File: config.mk
export PLATFORM = sky130hd
export DESIGN_NAME = heater_time_proportional_control_flat
export DESIGN_NICKNAME = d
export VERILOG_FILES = /design/src/hpc_pkg.sv /design/src/hpc_ifs.sv /design/src/heater_time_proportional_control.sv /design/src/hpc_mdu.sv /design/src/flat_wrapper.sv
export SDC_FILE = /design/constraint.sdc
export NUM_CORES = 1
export LEC_CHECK = 0
export ABC_AREA = 1
export BUFFER_PORTS_ARGS = -buffer_cell sky130_fd_sc_hd__clkbuf_2
export CAP_MARGIN = 0
export CORE_UTILIZATION = 55
export CTS_CLUSTER_SIZE = 12
export DETAILED_ROUTE_END_ITERATION = 8
export GPL_ROUTABILITY_DRIVEN = 0
export PLACE_DENSITY = 0.79
export SYNTH_ARGS = -nofsm -noshare
export SYNTH_HDL_FRONTEND = slang
export SYNTH_HIERARCHICAL = 1
export SYNTH_SLANG_ARGS = --single-unit
File: constraint.sdc
create_clock -name clock -period 13.6 [get_ports clock]
set_clock_uncertainty 0.15 [all_clocks]
set_input_delay 1.36 -clock clock [delete_from_list [all_inputs] [get_ports clock]]
set_output_delay 1.36 -clock clock [all_outputs]
set_load 0.01 [all_outputs]
File: src/hpc_pkg.sv
// Shared types and constants for the heater time-proportional controller.
package hpc_pkg;

   localparam int TEMP_W  = 12;
   localparam int RISE_W  = 11;
   localparam int CFG_W   = 8;
   localparam int GAIN_W  = 8;
   localparam int PULSE_W = 16;
   localparam int SEC_W   = 5;
   localparam int E_W     = 14;   // 10*(offset+setpoint) - temperature
   localparam int D_W     = 12;   // clamped drive, at most 10*setpoint
   localparam int MAW     = 20;   // wide multiplier operand

   typedef logic [2:0] csr_index_type;
   localparam csr_index_type CSR_SETPOINT      = 3'd0;
   localparam csr_index_type CSR_OFFSET        = 3'd1;
   localparam csr_index_type CSR_INITIAL_GAIN  = 3'd2;
   localparam csr_index_type CSR_FALLBACK_GAIN = 3'd3;
   localparam csr_index_type CSR_CYCLE_SECONDS = 3'd4;

   localparam logic [GAIN_W-1:0] GAIN_RESET     = 8'd25;
   localparam logic [GAIN_W-1:0] FALLBACK_RESET = 8'd20;
   localparam logic [CFG_W-1:0]  CYCLE_RESET    = 8'd10;
   localparam logic [GAIN_W:0]   GAIN_INC       = 9'd2;
   localparam logic [GAIN_W-1:0] GAIN_MAX       = 8'd255;

   localparam logic [SEC_W-1:0] GAIN_STEP_SECONDS = 5'd20;
   localparam logic [SEC_W-1:0] SEC_MAX           = 5'd31;

   localparam logic signed [E_W-1:0]    E_STEP_LO   = 14'sd9;
   localparam logic signed [E_W-1:0]    E_STEP_HI   = 14'sd150;
   localparam logic signed [E_W-1:0]    E_OVERSHOOT = -14'sd3;
   localparam logic signed [RISE_W-1:0] RISE_STEP   = 11'sd3;
   localparam int PULSE_STEP_SECONDS = 9;

   typedef enum logic [3:0] {
      ST_IDLE,
      ST_GAIN,
      ST_MUL_EG,
      ST_CLAMP,
      ST_MUL_DC,
      ST_MUL_DT,
      ST_LOAD,
      ST_DIV,
      ST_PULSE,
      ST_FIN
   } state_type;

   typedef enum logic [1:0] {
      MDU_HOLD,
      MDU_MUL,
      MDU_LOAD,
      MDU_STEP
   } mdu_op_type;

endpackage

File: src/hpc_ifs.sv
// Handshake channel interfaces: tick requests, results and register writes.
interface hpc_req_if import hpc_pkg::*; ();
   logic                     valid;
   logic                     ready;
   logic signed [TEMP_W-1:0] temperature_tenths;
   logic signed [RISE_W-1:0] rise_tenths;
   logic                     enable;

   modport source (output valid, temperature_tenths, rise_tenths, enable, input ready);
   modport sink   (input valid, temperature_tenths, rise_tenths, enable, output ready);
endinterface

interface hpc_rsp_if import hpc_pkg::*; ();
   logic               valid;
   logic               ready;
   logic               heater_on;
   logic [PULSE_W-1:0] on_ticks;
   logic [GAIN_W-1:0]  gain_now;

   modport source (output valid, heater_on, on_ticks, gain_now, input ready);
   modport sink   (input valid, heater_on, on_ticks, gain_now, output ready);
endinterface

interface hpc_csr_if import hpc_pkg::*; ();
   logic              valid;
   logic              ready;
   csr_index_type     index;
   logic [CFG_W-1:0]  data;

   modport source (output valid, index, data, input ready);
   modport sink   (input valid, index, data, output ready);
endinterface

File: src/heater_time_proportional_control.sv
// Heater time-proportional control: one result word per 5 ms tick word.
// An enabled tick runs through the gain, multiply, clamp, load, divide and pulse states to its
// result; a disabled tick goes from the gain state to its result. QW = bits of 255*TICKS_PER_SECOND.
// A new tick is taken only once the last result is issued, which waits while the output slot is full;
// the divider in hpc_mdu retires one quotient bit per cycle, QW bits for an enabled tick.
// Synchronous active-high reset: gain 25, counters 0, registers 0,0,25,20,10.
module heater_time_proportional_control import hpc_pkg::*; #(
   parameter int TICKS_PER_SECOND = 200
) (
   input  logic clock,
   input  logic reset,
   hpc_req_if.sink   req_chan,
   hpc_rsp_if.source rsp_chan,
   hpc_csr_if.sink   csr_chan
);

   localparam int TKW  = $clog2(TICKS_PER_SECOND);
   localparam int TW   = $clog2(TICKS_PER_SECOND + 1);
   localparam int MBW  = (TW > GAIN_W) ? TW : GAIN_W;
   localparam int PW   = MAW + MBW;
   localparam int QW   = $clog2(255 * TICKS_PER_SECOND + 1);
   localparam int QCW  = $clog2(QW + 1);
   localparam int LIMW = CFG_W + TW;
   localparam int CXW  = (LIMW > PULSE_W) ? LIMW : PULSE_W + 1;
   localparam int QXW  = (QW > PULSE_W) ? QW : PULSE_W + 1;
   localparam int PULSE_LIM = PULSE_STEP_SECONDS * TICKS_PER_SECOND;

   state_type state_ff, state_in;

   logic [TKW-1:0]     tick_ff, tick_in;
   logic [SEC_W-1:0]   sec_ff, sec_in;
   logic [PULSE_W-1:0] cnt_ff, cnt_in;
   logic [PULSE_W-1:0] pulse_ff, pulse_in;
   logic [GAIN_W-1:0]  gain_ff, gain_in;
   logic [CFG_W-1:0]   sp_ff, sp_in;
   logic [CFG_W-1:0]   off_ff, off_in;
   logic [CFG_W-1:0]   fb_ff, fb_in;
   logic [CFG_W-1:0]   cs_ff, cs_in;
   logic               active_ff, active_in;
   logic [QCW-1:0]     div_cnt_ff, div_cnt_in;
   logic               rsp_valid_ff, rsp_valid_in;

   logic signed [TEMP_W-1:0] temp_ff, temp_in;
   logic signed [RISE_W-1:0] rise_ff, rise_in;
   logic signed [E_W-1:0]    e_ff, e_in;
   logic [D_W-1:0]           d_ff, d_in;
   logic                     heater_ff, heater_in;
   logic [PULSE_W-1:0]       on_ticks_ff, on_ticks_in;
   logic [GAIN_W-1:0]        gain_now_ff, gain_now_in;

   logic                     req_acc;
   logic [TKW:0]             tick_inc;
   logic [CFG_W:0]           sum_c;
   logic signed [E_W-1:0]    e_calc;
   logic                     step_ok;
   logic [GAIN_W:0]          gain_inc;
   logic [GAIN_W-1:0]        gain_new;
   logic [D_W-1:0]           div10;
   logic [LIMW-1:0]          limit;
   logic                     wrap;
   logic [E_W-2:0]           epos;
   logic [QXW-1:0]           quo_x;
   logic                     slot_free;

   mdu_op_type     op;
   logic [MAW-1:0] mdu_a;
   logic [MBW-1:0] mdu_b;
   logic [PW-1:0]  prod;
   logic [QW-1:0]  quo;

   hpc_mdu #(
      .MBW (MBW),
      .QW  (QW),
      .RW  (D_W)
   ) u_mdu (
      .clock   (clock),
      .op      (op),
      .a       (mdu_a),
      .b       (mdu_b),
      .divisor (div10),
      .prod    (prod),
      .quo     (quo)
   );

   assign req_chan.ready = (state_ff == ST_IDLE);
   assign csr_chan.ready = 1'b1;
   assign req_acc        = req_chan.valid && req_chan.ready;
   assign slot_free      = !rsp_valid_ff || rsp_chan.ready;

   assign rsp_chan.valid     = rsp_valid_ff;
   assign rsp_chan.heater_on = heater_ff;
   assign rsp_chan.on_ticks  = on_ticks_ff;
   assign rsp_chan.gain_now  = gain_now_ff;

   // datapath helpers
   always_comb begin
      tick_inc = {1'b0, tick_ff} + (TKW+1)'(1);
      sum_c    = {1'b0, off_ff} + {1'b0, sp_ff};
      e_calc   = signed'(E_W'({sum_c, 3'b000}) + E_W'({sum_c, 1'b0})) - E_W'(temp_ff);
      step_ok  = (e_calc > E_STEP_LO) && (e_calc < E_STEP_HI) && (rise_ff < RISE_STEP)
                 && ({1'b0, pulse_ff} < (PULSE_W+1)'(PULSE_LIM))
                 && (sec_ff >= GAIN_STEP_SECONDS);
      gain_inc = {1'b0, gain_ff} + GAIN_INC;
      div10    = D_W'({sp_ff, 3'b000}) + D_W'({sp_ff, 1'b0});
      limit    = LIMW'(cs_ff) * LIMW'(TICKS_PER_SECOND);
      wrap     = (CXW'(cnt_ff) >= CXW'(limit));
      // negative error gives no drive
      epos     = e_ff[E_W-1] ? '0 : e_ff[E_W-2:0];
      quo_x    = QXW'(quo);
   end

   always_comb begin
      gain_new = gain_ff;
      if (step_ok) begin
         gain_new = gain_inc[GAIN_W] ? GAIN_MAX : gain_inc[GAIN_W-1:0];
      end
      if (e_calc < E_OVERSHOOT) begin
         gain_new = fb_ff;
      end
      if (gain_new == '0) begin
         gain_new = GAIN_W'(1);
      end
   end

   // sequencer
   always_comb begin
      state_in     = state_ff;
      tick_in      = tick_ff;
      sec_in       = sec_ff;
      cnt_in       = cnt_ff;
      pulse_in     = pulse_ff;
      gain_in      = gain_ff;
      sp_in        = sp_ff;
      off_in       = off_ff;
      fb_in        = fb_ff;
      cs_in        = cs_ff;
      active_in    = active_ff;
      div_cnt_in   = div_cnt_ff;
      rsp_valid_in = rsp_valid_ff;
      temp_in      = temp_ff;
      rise_in      = rise_ff;
      e_in         = e_ff;
      d_in         = d_ff;
      heater_in    = heater_ff;
      on_ticks_in  = on_ticks_ff;
      gain_now_in  = gain_now_ff;
      op           = MDU_HOLD;
      mdu_a        = '0;
      mdu_b        = '0;

      if (rsp_chan.ready) begin
         rsp_valid_in = 1'b0;
      end

      case (state_ff)
         ST_IDLE: begin
            if (req_acc) begin
               temp_in   = req_chan.temperature_tenths;
               rise_in   = req_chan.rise_tenths;
               active_in = req_chan.enable && (sp_ff != '0);
               cnt_in    = cnt_ff + PULSE_W'(1);
               if (tick_inc >= (TKW+1)'(TICKS_PER_SECOND)) begin
                  tick_in = '0;
                  if (sec_ff < SEC_MAX) begin
                     sec_in = sec_ff + SEC_W'(1);
                  end
               end else begin
                  tick_in = tick_inc[TKW-1:0];
               end
               state_in = ST_GAIN;
            end
         end
         ST_GAIN: begin
            e_in = e_calc;
            if (active_ff) begin
               gain_in = gain_new;
               if (step_ok) begin
                  sec_in = '0;
               end
               state_in = ST_MUL_EG;
            end else begin
               state_in = ST_FIN;
            end
         end
         ST_MUL_EG: begin
            op       = MDU_MUL;
            mdu_a    = MAW'(epos);
            mdu_b    = MBW'(gain_ff);
            state_in = ST_CLAMP;
         end
         ST_CLAMP: begin
            d_in     = (prod > PW'(div10)) ? div10 : D_W'(prod);
            state_in = ST_MUL_DC;
         end
         ST_MUL_DC: begin
            op       = MDU_MUL;
            mdu_a    = MAW'(d_ff);
            mdu_b    = MBW'(cs_ff);
            state_in = ST_MUL_DT;
         end
         ST_MUL_DT: begin
            op       = MDU_MUL;
            mdu_a    = MAW'(prod);
            mdu_b    = MBW'(TICKS_PER_SECOND);
            state_in = ST_LOAD;
         end
         ST_LOAD: begin
            op         = MDU_LOAD;
            div_cnt_in = '0;
            state_in   = ST_DIV;
         end
         ST_DIV: begin
            op         = MDU_STEP;
            div_cnt_in = div_cnt_ff + QCW'(1);
            if (div_cnt_ff == QCW'(QW - 1)) begin
               state_in = ST_PULSE;
            end
         end
         ST_PULSE: begin
            pulse_in = (quo_x > QXW'(16'hFFFF)) ? '1 : quo_x[PULSE_W-1:0];
            state_in = ST_FIN;
         end
         ST_FIN: begin
            if (slot_free) begin
               rsp_valid_in = 1'b1;
               heater_in    = active_ff && (cnt_ff <= pulse_ff);
               on_ticks_in  = pulse_ff;
               gain_now_in  = gain_ff;
               if (wrap) begin
                  cnt_in = '0;
               end
               state_in = ST_IDLE;
            end
         end
         default: begin
            state_in = ST_IDLE;
         end
      endcase

      if (csr_chan.valid && csr_chan.ready) begin
         case (csr_chan.index)
            CSR_SETPOINT:      sp_in  = csr_chan.data;
            CSR_OFFSET:        off_in = csr_chan.data;
            CSR_INITIAL_GAIN:  gain_in = csr_chan.data;
            CSR_FALLBACK_GAIN: fb_in  = csr_chan.data;
            CSR_CYCLE_SECONDS: cs_in  = csr_chan.data;
            default:           sp_in  = sp_ff;
         endcase
      end
   end

   always_ff @(posedge clock) begin
      if (reset) begin
         state_ff     <= ST_IDLE;
         tick_ff      <= '0;
         sec_ff       <= '0;
         cnt_ff       <= '0;
         pulse_ff     <= '0;
         gain_ff      <= GAIN_RESET;
         sp_ff        <= '0;
         off_ff       <= '0;
         fb_ff        <= FALLBACK_RESET;
         cs_ff        <= CYCLE_RESET;
         active_ff    <= 1'b0;
         div_cnt_ff   <= '0;
         rsp_valid_ff <= 1'b0;
      end else begin
         state_ff     <= state_in;
         tick_ff      <= tick_in;
         sec_ff       <= sec_in;
         cnt_ff       <= cnt_in;
         pulse_ff     <= pulse_in;
         gain_ff      <= gain_in;
         sp_ff        <= sp_in;
         off_ff       <= off_in;
         fb_ff        <= fb_in;
         cs_ff        <= cs_in;
         active_ff    <= active_in;
         div_cnt_ff   <= div_cnt_in;
         rsp_valid_ff <= rsp_valid_in;
      end
   end

   always_ff @(posedge clock) begin
      temp_ff     <= temp_in;
      rise_ff     <= rise_in;
      e_ff        <= e_in;
      d_ff        <= d_in;
      heater_ff   <= heater_in;
      on_ticks_ff <= on_ticks_in;
      gain_now_ff <= gain_now_in;
   end

`ifndef NO_ASSERTIONS
   a_busy_after_accept: assert property (@(posedge clock) disable iff (reset)
      req_acc |=> !req_chan.ready)
      else $error("request taken while a tick is in progress");

   a_gain_nonzero: assert property (@(posedge clock) disable iff (reset)
      (state_ff == ST_FIN) |-> (!active_ff || (gain_ff != '0)))
      else $error("active tick finished with zero gain");

   a_div_count: assert property (@(posedge clock) disable iff (reset)
      (state_ff == ST_DIV) |-> (div_cnt_ff < QCW'(QW)))
      else $error("divider step count overran");

   a_counter_wrapped: assert property (@(posedge clock) disable iff (reset)
      ((state_ff == ST_FIN) && slot_free) |=>
      ((cnt_ff == '0) || (CXW'(cnt_ff) < CXW'(limit))))
      else $error("cycle counter not wrapped at cycle length");
`endif

endmodule

File: src/hpc_mdu.sv
// Shared multiply and restoring-divide unit, one quotient bit per step.
module hpc_mdu import hpc_pkg::*; #(
   parameter int MBW = 8,
   parameter int QW  = 16,
   parameter int RW  = 12
) (
   input  logic               clock,
   input  mdu_op_type         op,
   input  logic [MAW-1:0]     a,
   input  logic [MBW-1:0]     b,
   input  logic [RW-1:0]      divisor,
   output logic [MAW+MBW-1:0] prod,
   output logic [QW-1:0]      quo
);

   localparam int PW = MAW + MBW;

   logic [PW-1:0] acc_ff, acc_in;
   logic [RW-1:0] rem_ff, rem_in;
   logic [QW-1:0] quo_ff, quo_in;
   logic [RW:0]   part;
   logic [RW:0]   diff;
   logic          ge;

   always_comb begin
      acc_in = acc_ff;
      rem_in = rem_ff;
      quo_in = quo_ff;
      part   = {rem_ff, quo_ff[QW-1]};
      diff   = part - {1'b0, divisor};
      ge     = (part >= {1'b0, divisor});
      case (op)
         MDU_MUL: begin
            acc_in = PW'(a) * PW'(b);
         end
         MDU_LOAD: begin
            // high part is below the divisor since the drive was clamped
            rem_in = RW'(acc_ff >> QW);
            quo_in = acc_ff[QW-1:0];
         end
         MDU_STEP: begin
            rem_in = ge ? diff[RW-1:0] : part[RW-1:0];
            quo_in = {quo_ff[QW-2:0], ge};
         end
         default: begin
            acc_in = acc_ff;
         end
      endcase
   end

   always_ff @(posedge clock) begin
      acc_ff <= acc_in;
      rem_ff <= rem_in;
      quo_ff <= quo_in;
   end

   assign prod = acc_ff;
   assign quo  = quo_ff;

endmodule

File: src/flat_wrapper.sv
// flat-port wrapper written by rule: the top's interface ports become plain ports
module heater_time_proportional_control_flat import hpc_pkg::*;
#(
   parameter int TICKS_PER_SECOND = 200
)
  (clock, reset, req_chan_valid, req_chan_temperature_tenths, req_chan_rise_tenths, req_chan_enable, req_chan_ready, rsp_chan_valid, rsp_chan_heater_on, rsp_chan_on_ticks, rsp_chan_gain_now, rsp_chan_ready, csr_chan_valid, csr_chan_index, csr_chan_data, csr_chan_ready);
  hpc_req_if req_chan_i ();
  hpc_rsp_if rsp_chan_i ();
  hpc_csr_if csr_chan_i ();
  input  logic clock;
  input  logic reset;
  input wire logic [$bits(req_chan_i.valid)-1:0] req_chan_valid;
  input wire logic [$bits(req_chan_i.temperature_tenths)-1:0] req_chan_temperature_tenths;
  input wire logic [$bits(req_chan_i.rise_tenths)-1:0] req_chan_rise_tenths;
  input wire logic [$bits(req_chan_i.enable)-1:0] req_chan_enable;
  output wire logic [$bits(req_chan_i.ready)-1:0] req_chan_ready;
  output wire logic [$bits(rsp_chan_i.valid)-1:0] rsp_chan_valid;
  output wire logic [$bits(rsp_chan_i.heater_on)-1:0] rsp_chan_heater_on;
  output wire logic [$bits(rsp_chan_i.on_ticks)-1:0] rsp_chan_on_ticks;
  output wire logic [$bits(rsp_chan_i.gain_now)-1:0] rsp_chan_gain_now;
  input wire logic [$bits(rsp_chan_i.ready)-1:0] rsp_chan_ready;
  input wire logic [$bits(csr_chan_i.valid)-1:0] csr_chan_valid;
  input wire logic [$bits(csr_chan_i.index)-1:0] csr_chan_index;
  input wire logic [$bits(csr_chan_i.data)-1:0] csr_chan_data;
  output wire logic [$bits(csr_chan_i.ready)-1:0] csr_chan_ready;
  assign req_chan_i.valid = req_chan_valid;
  assign req_chan_i.temperature_tenths = req_chan_temperature_tenths;
  assign req_chan_i.rise_tenths = req_chan_rise_tenths;
  assign req_chan_i.enable = req_chan_enable;
  assign req_chan_ready = req_chan_i.ready;
  assign rsp_chan_valid = rsp_chan_i.valid;
  assign rsp_chan_heater_on = rsp_chan_i.heater_on;
  assign rsp_chan_on_ticks = rsp_chan_i.on_ticks;
  assign rsp_chan_gain_now = rsp_chan_i.gain_now;
  assign rsp_chan_i.ready = rsp_chan_ready;
  assign csr_chan_i.valid = csr_chan_valid;
  assign csr_chan_i.index = csr_chan_index;
  assign csr_chan_i.data = csr_chan_data;
  assign csr_chan_ready = csr_chan_i.ready;
  heater_time_proportional_control #(.TICKS_PER_SECOND(TICKS_PER_SECOND)) u_core (.clock(clock), .reset(reset), .req_chan(req_chan_i), .rsp_chan(rsp_chan_i), .csr_chan(csr_chan_i));
endmodule
After elaboration in Yosys (flattened, before gate mapping)
Index checks and enable logic that the tools add are counted.
{"block": "op_classes", "n_addsub": 10, "multipliers": 2, "n_div": 0, "order_cmp": 13, "n_eq_ne": 25, "shift": 0, "mux": 37, "n_bitwise": 0, "n_reduce_logical": 27}
{"op": "$mux W8", "count": 9}
{"op": "$mux W16", "count": 4}
{"op": "$pmux W16 S2", "count": 2}
{"op": "$pmux W20 S3", "count": 1}
{"op": "$pmux W4 S10", "count": 1}
{"op": "$gt A28 B12 Y1", "count": 1}
{"op": "$mul A20 B8 Y28", "count": 1}
{"op": "$mux W5", "count": 5}
{"op": "$mux W12", "count": 2}
{"op": "$pmux W12 S2", "count": 1}
{"op": "$pmux W8 S3", "count": 1}
{"op": "$pmux W5 S2", "count": 2}
{"op": "$add A16 B1 Y16 const B", "count": 1}
{"op": "$eq A4 B3 Y1 const B", "count": 4}
{"op": "$ge A16 B16 Y1", "count": 1}
{"op": "$gt A16 B16 Y1 const B", "count": 1}
{"op": "$le A16 B16 Y1", "count": 1}
{"op": "$lt A16 B11 Y1 const B", "count": 1}
{"op": "$mux W4", "count": 4}
{"op": "$gt A14 B5 Y1 const B", "count": 1}
{"op": "$lt A14 B3 Y1 const B", "count": 1}
{"op": "$lt A14 B9 Y1 const B", "count": 1}
{"op": "$sub A14 B12 Y14", "count": 1}
{"op": "$add A12 B10 Y13", "count": 1}
{"op": "other kinds (39)", "count": 66}
{"block": "totals", "regBits": 226, "latchBits": 0, "ramBits": 0, "romBits": 0, "input_bits": 40, "out_inout_bits": 28, "elab_cells": 137, "mem_count": 0}

Depth between registers and ports, before layout
Gate-level depths: netlist of the first run.
{"block": "logic_depth", "depth_word": 16, "depth_mapped": 35, "depth_no_buf": 35}

Modules after synthesis
Netlist of the first run, hierarchy kept.
{"module": "heater_time_proportional_control", "instances": 1, "cells_each": 1425, "area_per_inst_um2": 10993.0, "seq_area_each_um2": 4144.0}
{"module": "hpc_mdu", "instances": 1, "cells_each": 1172, "area_per_inst_um2": 8667.1, "seq_area_each_um2": 1681.6}

Worst setup path after synthesis of the first run
No wires, ideal clock.
{"block": "synth_timing", "path_kind": "flip-flop to flip-flop", "from": "reg u_core.state_ff[2]", "to": "reg u_core.u_mdu.acc_ff[18] (netlist: u_core/u_mdu/prod[18]) (data pin)", "setup_time_ns": 0.261, "arrival_ns": 4.926, "required_time_ns": 13.189, "setup_slack_ns": 8.263, "path_stages_with_launch": 25, "path_buffers": 2, "synth_period_minus_slack_ns": 5.337, "cell_sequence": "dfxtp_1 -> inv_1 -> nor2_1 -> inv_1 -> nor2_1 -> clkbuf_1 -> nand2_1 -> o21ai_0 -> clkbuf_1 -> nand2_1 -> fa_1 -> fa_1 -> inv_1 -> fa_1 -> inv_1 -> fa_1 -> inv_1 -> ha_1 -> a21oi_1 -> o21ai_0 -> inv_1 -> nand2_1 -> nand3_1 -> nand2_1 -> xor2_1"}
{"block": "synth_between", "elab_chain_cells": 3, "word_cells_on_any_way": 6, "classes_between": "mul: 1; eq/ne: 3; mux: 2"}
{"element": "start: declaration", "line_no": "heater_time_proportional_control.sv:28", "rtl": "state_type state_ff, state_in;"}
{"element": "start signal: assignment", "line_no": "heater_time_proportional_control.sv:268", "rtl": "state_ff <= state_in;"}
{"element": "$eq A4 B3 Y1 or $eq A4 B2 Y1 (tied branches)", "line_no": "heater_time_proportional_control.sv:155", "rtl": "case (state_ff)"}
{"element": "$pmux W8 S3 *", "line_no": "heater_time_proportional_control.sv:155"}
{"element": "net u_core.mdu_b[5]", "line_no": "heater_time_proportional_control.sv:67", "rtl": "logic [MBW-1:0] mdu_b;"}
{"element": "$mul A20 B8 Y28 *", "line_no": "hpc_mdu.sv:34", "rtl": "acc_in = PW'(a) * PW'(b);"}
{"element": "end signal: assignment", "line_no": "hpc_mdu.sv:52", "rtl": "acc_ff <= acc_in;"}
{"element": "end: declaration", "line_no": "hpc_mdu.sv:18", "rtl": "logic [PW-1:0] acc_ff, acc_in;"}
The timed path passes the listed nets; every way through them passes the cells marked *.
A chain may end at the register's enable or synchronous reset.

Worst setup path after layout of the first run
{"block": "layout_timing", "from": "reg u_core.state_ff[1]", "to": "reg u_core.u_mdu.acc_ff[26] (netlist: u_core/u_mdu/prod[26]) (data pin)"}
Same word-level chain as after synthesis.

==> flow_metrics.tcl, run 1 <==
set metrics [dict create \
    insertion_delay_ns 0.54 \
    cts_setup_buffers 0 \
    place_ws_ns 7.223 \
    synth.net_count 2925 \
    met3_length_um 3825 \
    tns_ns 0 \
    die_h_um 191.1 \
    finalCritPeriodShare_pct 48.39 \
    wl_met2_um 24110 \
    synth_cells 2597 \
    p_comb_share_pct 18.9 \
    routed.top_layer "met4" \
    synth_area_um2 19660 \
    avgSynthCellArea_um2 7.570 \
    numCtsBuffers 27 \
    layout.nets 2960 \
    start_util_pct 56.36 \
    path_class "reg -> reg" \
    setup_ws_ns 7.018 \
    dr_total_vias 17283 \
    slew_headroom_pct 19.40 \
    hp-class "reg -> reg" \
    synth_top_area_share_pct 19.86 \
    antenna_found_initial 0 \
    mostFrequentLayoutCell "nand2_1" \
    die_w_um 191.1 \
    place.port_buffers 66 \
    wl_met1_um 20490 \
    power_switching_share_pct 29.96 \
    ys_seq_area_share_pct 29.63 \
    fin_cells 3107 \
    cts_tree "yes" \
    first_global_vias 17095 \
    end_kind "register" \
    antenna_cells 0 \
    drive_gt1_share_pct 7.994 \
    cap_viol_max_count 0 \
    drt_wl_total_um 50640 \
    setup_viol 0 \
    yosys.area.top_type "edfxtp_1" \
    total_power_w 0.001866 \
    grt-ovfl-total 0 \
    async_reset_ff_share_pct 0 \
    p_int_w 0.001307 \
    critPathLaunchType "register" \
    vdd_drop_max_uv 91.66 \
    final_cell_mix "nand2_1 (653), inv_1 (530), ha_1 (172)" \
    p_leak_nw 11.05 \
    cts_sinks 226 \
    core_area_um2 34880 \
    drv_slew 0 \
    p_switching_w 0.0005590 \
    clock_path_buffers 3 \
    postCtsHoldBufs 0 \
    routedWlPerCell_um 16.30 \
    ys_ff_latch 226 \
    first_pass_iters 5 \
    ys_types 54 \
    worst_ep_arrival_time_ns 6.72 \
    path_clk_slew_ns 0.06 \
    pwr-share-seq_pct 42.8 \
    die_area_um2 36510 \
    cts_resized 0 \
    synth_edf_count 130 \
    fin_crit_ns 6.582 \
    netlist_top_cells_area "edfxtp_1 (20%), nand2_1 (12%), fa_1 (12%)" \
    ios 68 \
    status "complete, no violations" \
    rsz0062_at_grt "false" \
    synth-main-ff-cell "edfxtp_1" \
    worstPathRequired_ns 13.74 \
    drtIter0Drc 1767 \
    cts-root-buf "clkbuf_16" \
    grt_max_degree 60 \
    track_usage_pct 28.23 \
    worstMarginPinSlew_ns 1.205 \
    ctsHtreeMaxLevel 1 \
    power_density_nw_per_um2 88.01 \
    hold_slack_ns 0.2853 \
    path_max_fanout 20 \
    grt_pass1_wl_um 82920 \
    yosys_warnings 6 \
    fmax_mhz 151.9 \
    clock_power_share_pct 38.3 \
    viasPerCell 5.563 \
    drc_errors 0 \
    hold_viol 0 \
    ant_nets 0 \
    place_inst 3058 \
    synthToLayoutAreaGrowth_pct 7.853 \
    dp_hpwl_um 38860 \
    rows 68 \
]
-- synth_stat cells (35+ instances only) --
cell and n:
nand2_1 653, inv_1 530, ha_1 172, nor2_1 168, a21oi_1 141, edfxtp_1 130
fa_1 116, nand3_1 112, o21ai_0 105, dfxtp_1 96, nand4_1 50, xor2_1 44
clkbuf_1 42, nand2_2 35
-- kinds of logic (layout without fill, tap and decap cells) --
logic type | after synthesis | after routing | share of synthesized area [%]
xor gates and xnor gates | 62 | 62 | 2.762
and+or+nand+nor | 1097 | 1097 | 24.06
DFF | 226 | 226 | 29.63
buffers and inverters | 614 | 669 | 12.07
AOI/OAI and AO/OA | 308 | 308 | 8.674
adders and majority gates | 288 | 288 | 22.76
other | 2 | 2 | 0.03820
-- critical path: stages (launching register included) --
cell and delay (ns):
dfxtp_1 0.34, nor2_1 0.21, inv_1 0.09, nor2_1 0.91, inv_1 0.26, o221ai_1 0.32
buf_4 0.32, nand2_1 0.13, fa_1 0.54, fa_1 0.55, inv_1 0.06, fa_1 0.53
inv_1 0.05, fa_1 0.52, inv_1 0.04, ha_1 0.35, a21oi_1 0.24, o21ai_0 0.16
inv_1 0.08, nand2_1 0.15, nand2_1 0.12, nand3_1 0.09, nand2_1 0.07, nand2_1 0.05
-- cell type report --
class                           count  area, µm²
Tap cell                          455      569.3
Inverter                          541       2031
Sequential cell                   226       5826
Fill cell                        3044      13680
Timing Repair Buffer               79      427.9
Clock inverter                     14      127.6
Multi-Input combinational cell   1757      11480
Clock buffer                       35      745.7
-- state kept, by name (all words and copies together), names as in the netlist, 12 cells and up --
register                  count
u_core/d_ff                  12
u_core/temp_ff               12
u_core/e_ff                  14
u_core/pulse_ff              16
u_core/rsp_chan.on_ticks     16
u_core/u_mdu/prod            28
u_core/u_mdu/rem_ff          12
u_core/u_mdu/quo             16
u_core/cnt_ff                16
-- path summary, 6_finish.rpt --
kind,start,endpoint,slack (ns),cells after the start
hold / removal,u_core/pulse_ff[3],u_core/rsp_chan.on_ticks[3],0.29,0
setup reg to reg,u_core/state_ff[1],u_core/u_mdu/prod[26],7.02,23
setup / recovery,u_core/state_ff[1],u_core/u_mdu/prod[26],7.02,23
hold reg to reg,u_core/pulse_ff[3],u_core/rsp_chan.on_ticks[3],0.29,0
-- power by group through the flow --
stage / Clock, W / Combinational (W) / Sequential (W)
floorplan: 0 / 0.000262 / 0.000803
global placement: 0 / 0.000330 / 0.000809
detailed placement: 0 / 0.000345 / 0.000812
CTS: 0.000724 / 0.000348 / 0.000798
global route: 0.000751 / 0.000398 / 0.000802
finish: 0.000714 / 0.000353 / 0.000799
-- routing by layer --
metal	track usage (%)	vias up
met3	3.543	157
met5	0	-
met4	12.82	0
met2	48.05	775
met1	35.71	8089
li1	-	8262
-- metrics by stage --
stage,utilization (%),cell area [µm²]
6_report,60.79,21200
2_1_floorplan,-,19660
5_1_grt,60.79,21200
3_5_place_dp,58.28,20330
4_1_cts,60.79,21200
3_3_place_gp,58.28,20330
No activity file was read; power rests on OpenSTA's default activity.
==> run 2: changes to the inputs <==
--- a/config.mk
+++ b/config.mk
@@ -5,7 +5,7 @@
 export SDC_FILE = /design/constraint.sdc
 export NUM_CORES = 1
 export LEC_CHECK = 0
-export ABC_AREA = 1
+export ABC_AREA = 0
 export BUFFER_PORTS_ARGS = -buffer_cell sky130_fd_sc_hd__clkbuf_2
 export CAP_MARGIN = 0
 export CORE_UTILIZATION = 55
==> constraint.sdc (replaced) <==
create_clock -name clock -period 6.4 [get_ports clock]
set_clock_uncertainty 0.15 [all_clocks]
set_input_delay 0.64 -clock clock [delete_from_list [all_inputs] [get_ports clock]]
set_output_delay 0.64 -clock clock [all_outputs]
set_load 0.01 [all_outputs]
==> flow_metrics.tcl, run 2 <==
set metrics [dict create \
    viasPerCell 5.757 \
    fin_crit_ns 6.187 \
    die_w_um 185.5 \
    start_util_pct 56.35 \
    dr_total_vias 14668 \
    finalCritPeriodShare_pct 96.67 \
    hp-class "in -> reg" \
    layout.nets 2414 \
    ctsHtreeMaxLevel 1 \
    avgSynthCellArea_um2 9.219 \
    hold_viol 0 \
    synth_area_um2 18520 \
    yosysMostFrequentCell "inv_1" \
    insertion_delay_ns 0.54 \
    cap_viol_max_count 0 \
    postCtsHoldBufs 0 \
    mostFrequentLayoutCell "inv_1" \
    final_cell_mix "inv_1 (245), nand2_1 (220), ha_1 (167)" \
    ys_seq_area_share_pct 31.45 \
    setup_viol 0 \
    synth-main-ff-cell "edfxtp_1" \
    worst_ep_arrival_time_ns 6.50 \
    synth_common_cells "inv_1 (252), nand2_1 (221), ha_1 (172), a21oi_1 (144), and2_1 (135)" \
    p_leak_nw 9.193 \
    cts_sinks 226 \
    power_density_nw_per_um2 175.6 \
    ys_types 89 \
    slew_headroom_pct 19.33 \
    synth_cells 2009 \
    async_reset_ff_share_pct 0 \
    yosys_warnings 6 \
    netlist_top_cells_area "edfxtp_1 (21%), fa_1 (13%), ha_1 (12%)" \
    status "complete, no violations" \
    path_class "reg -> reg" \
    core_area_um2 32870 \
    ant_nets 0 \
    first_pass_iters 9 \
    drive_gt1_share_pct 11.68 \
    track_usage_pct 26.74 \
    grt_pass1_wl_um 73310 \
    largest_reg_flops 28 \
    antenna_found_initial 0 \
    cts-root-buf "clkbuf_16" \
    drv_slew 0 \
    fmax_mhz 161.6 \
    cts_tree "yes" \
    fill_cells 2627 \
    path_clk_slew_ns 0.06 \
    first_global_vias 14660 \
    drt_wl_total_um 44930 \
    place.port_buffers 66 \
    dp_hpwl_um 34020 \
    die_area_um2 34410 \
    ys_ff_latch 226 \
    antenna_cells 0 \
    grt_max_degree 64 \
    critPathLaunchType "register" \
    ios 68 \
    synthToLayoutAreaGrowth_pct 10.90 \
    routedWlPerCell_um 17.63 \
    end_kind "register" \
    worstMarginPinSlew_ns 1.210 \
    die_h_um 185.5 \
    place_inst 2485 \
    drtIter0Drc 1162 \
    synth.net_count 2337 \
    vdd_drop_max_uv 245.2 \
    fin_cells 2548 \
    drc_errors 0 \
    yosys.area.top_type "edfxtp_1" \
    total_power_w 0.003606 \
    worstPathRequired_ns 6.71 \
    grt-ovfl-total 0 \
    numCtsBuffers 26 \
    synth_edf_count 130 \
    path_max_fanout 10 \
    synth_top_area_share_pct 21.08 \
    rows 66 \
    clock_path_buffers 3 \
]
-- run 2: cell count changes in the layout (fill, tap and decap cells not counted), sizes merged, moves of 26 or more --
cell,before,now
nand3,126,30
inv,540,254
o21ai,107,60
nand4,50,17
a21o,1,37
nand2,689,221
and2,5,135
mux2i,0,26
buf,13,53
nor2,179,122
xnor2,18,67
-- run 2: cell type report --
cell class | instances | area (µm²) | area share, %
clock buffer | 40 | 774.5 | 3.770
clock inverter | 8 | 62.56 | 0.3046
inverter | 253 | 949.7 | 4.623
multi-input combinational | 1460 | 11630 | 56.64
sequential | 226 | 5827 | 28.37
tap | 442 | 553.0 | 2.692
timing repair buffer | 119 | 740.7 | 3.606
-- run 2: worst max-delay path, stage by stage (launching register included) --
cell       delay [ns]
dfxtp_1          0.31
ha_1             0.23
fa_2             0.38
a21o_1           0.19
a21oi_1          0.24
o21bai_1         0.10
a21oi_1          0.25
xnor2_1          0.20
ha_1             0.33
a21oi_4          0.20
nor2_1           0.09
a22o_1           0.21
a221oi_1         0.29
ha_2             0.40
and2_1           0.20
o41ai_2          0.37
nand3_1          0.12
a2111o_1         0.44
or4_4            0.46
or4b_4           0.53
o21ai_2          0.08
o2111ai_1        0.14
o31ai_2          0.21
-- run 2: power by group --
part | switching (W) | internal [W]
combinational | 0.000320 | 0.000195
sequential | 0.0000463 | 0.00161
clock | 0.000596 | 0.000835
total | 0.000963 | 0.00264
-- run 2: stage by stage --
step | util [%] | worst slack (ns) | TNS (ns) | hold slack (ns) | area (µm²)
after floorplan | - | 0.1822 | 0 | 0.2800 | 18520
after global placement | 59.09 | -0.05904 | -0.1665 | 0.3025 | 19420
after detailed placement | 59.09 | -0.2595 | -1.178 | 0.2997 | 19420
after CTS | 61.69 | 0.02028 | 0 | 0.1097 | 20280
after global routing | 62.50 | -0.02033 | -0.03274 | 0.1133 | 20540
final | 62.50 | 0.2129 | 0 | 0.1220 | 20540
-- run 2: logic make-up (layout without fill, tap and decap cells) --
logic type,after synthesis,in the layout,synth area share [%]
XOR/XNOR,89,89,4.249
multiplexers,38,38,2.135
buffers and inverters,323,420,6.668
adder cells (fa/ha/maj),289,289,24.21
AO/OA/AOI/OAI,383,383,13.69
flip-flops,226,226,31.45
other,2,2,0.04055
AND/OR/NAND/NOR,659,659,17.56
-- run 2: layer usage --
metal / share of wire [%] / wire length, µm / GRT usage (%)
met1: 42 / 18940 / 35.63
met2: 47 / 21100 / 43.69
met3: 7.3 / 3258 / 4.461
met4: 3.6 / 1630 / 9.818
met5: 0 / 0 / 0
-- run 2: final timing paths --
| path | slack [ns] | from | endpoint | depth (start not counted) |
|---|---|---|---|---|
| max | 0.21 | u_core/off_ff[0] | u_core/gain_ff[0] | 22 |
| min | 0.12 | req_chan_rise_tenths[8] | u_core/rise_ff[8] | 1 |
| max reg2reg | 0.21 | u_core/off_ff[0] | u_core/gain_ff[0] | 22 |
| min reg2reg | 0.32 | u_core/pulse_ff[11] | u_core/rsp_chan.on_ticks[11] | 0 |
-- run 2: timing repair --
action	in CTS	in global routing
cloned	0	1
setup endpoints to repair	7	20
buffers inserted	2	12
resized for setup	2	53
pin swaps	1	21
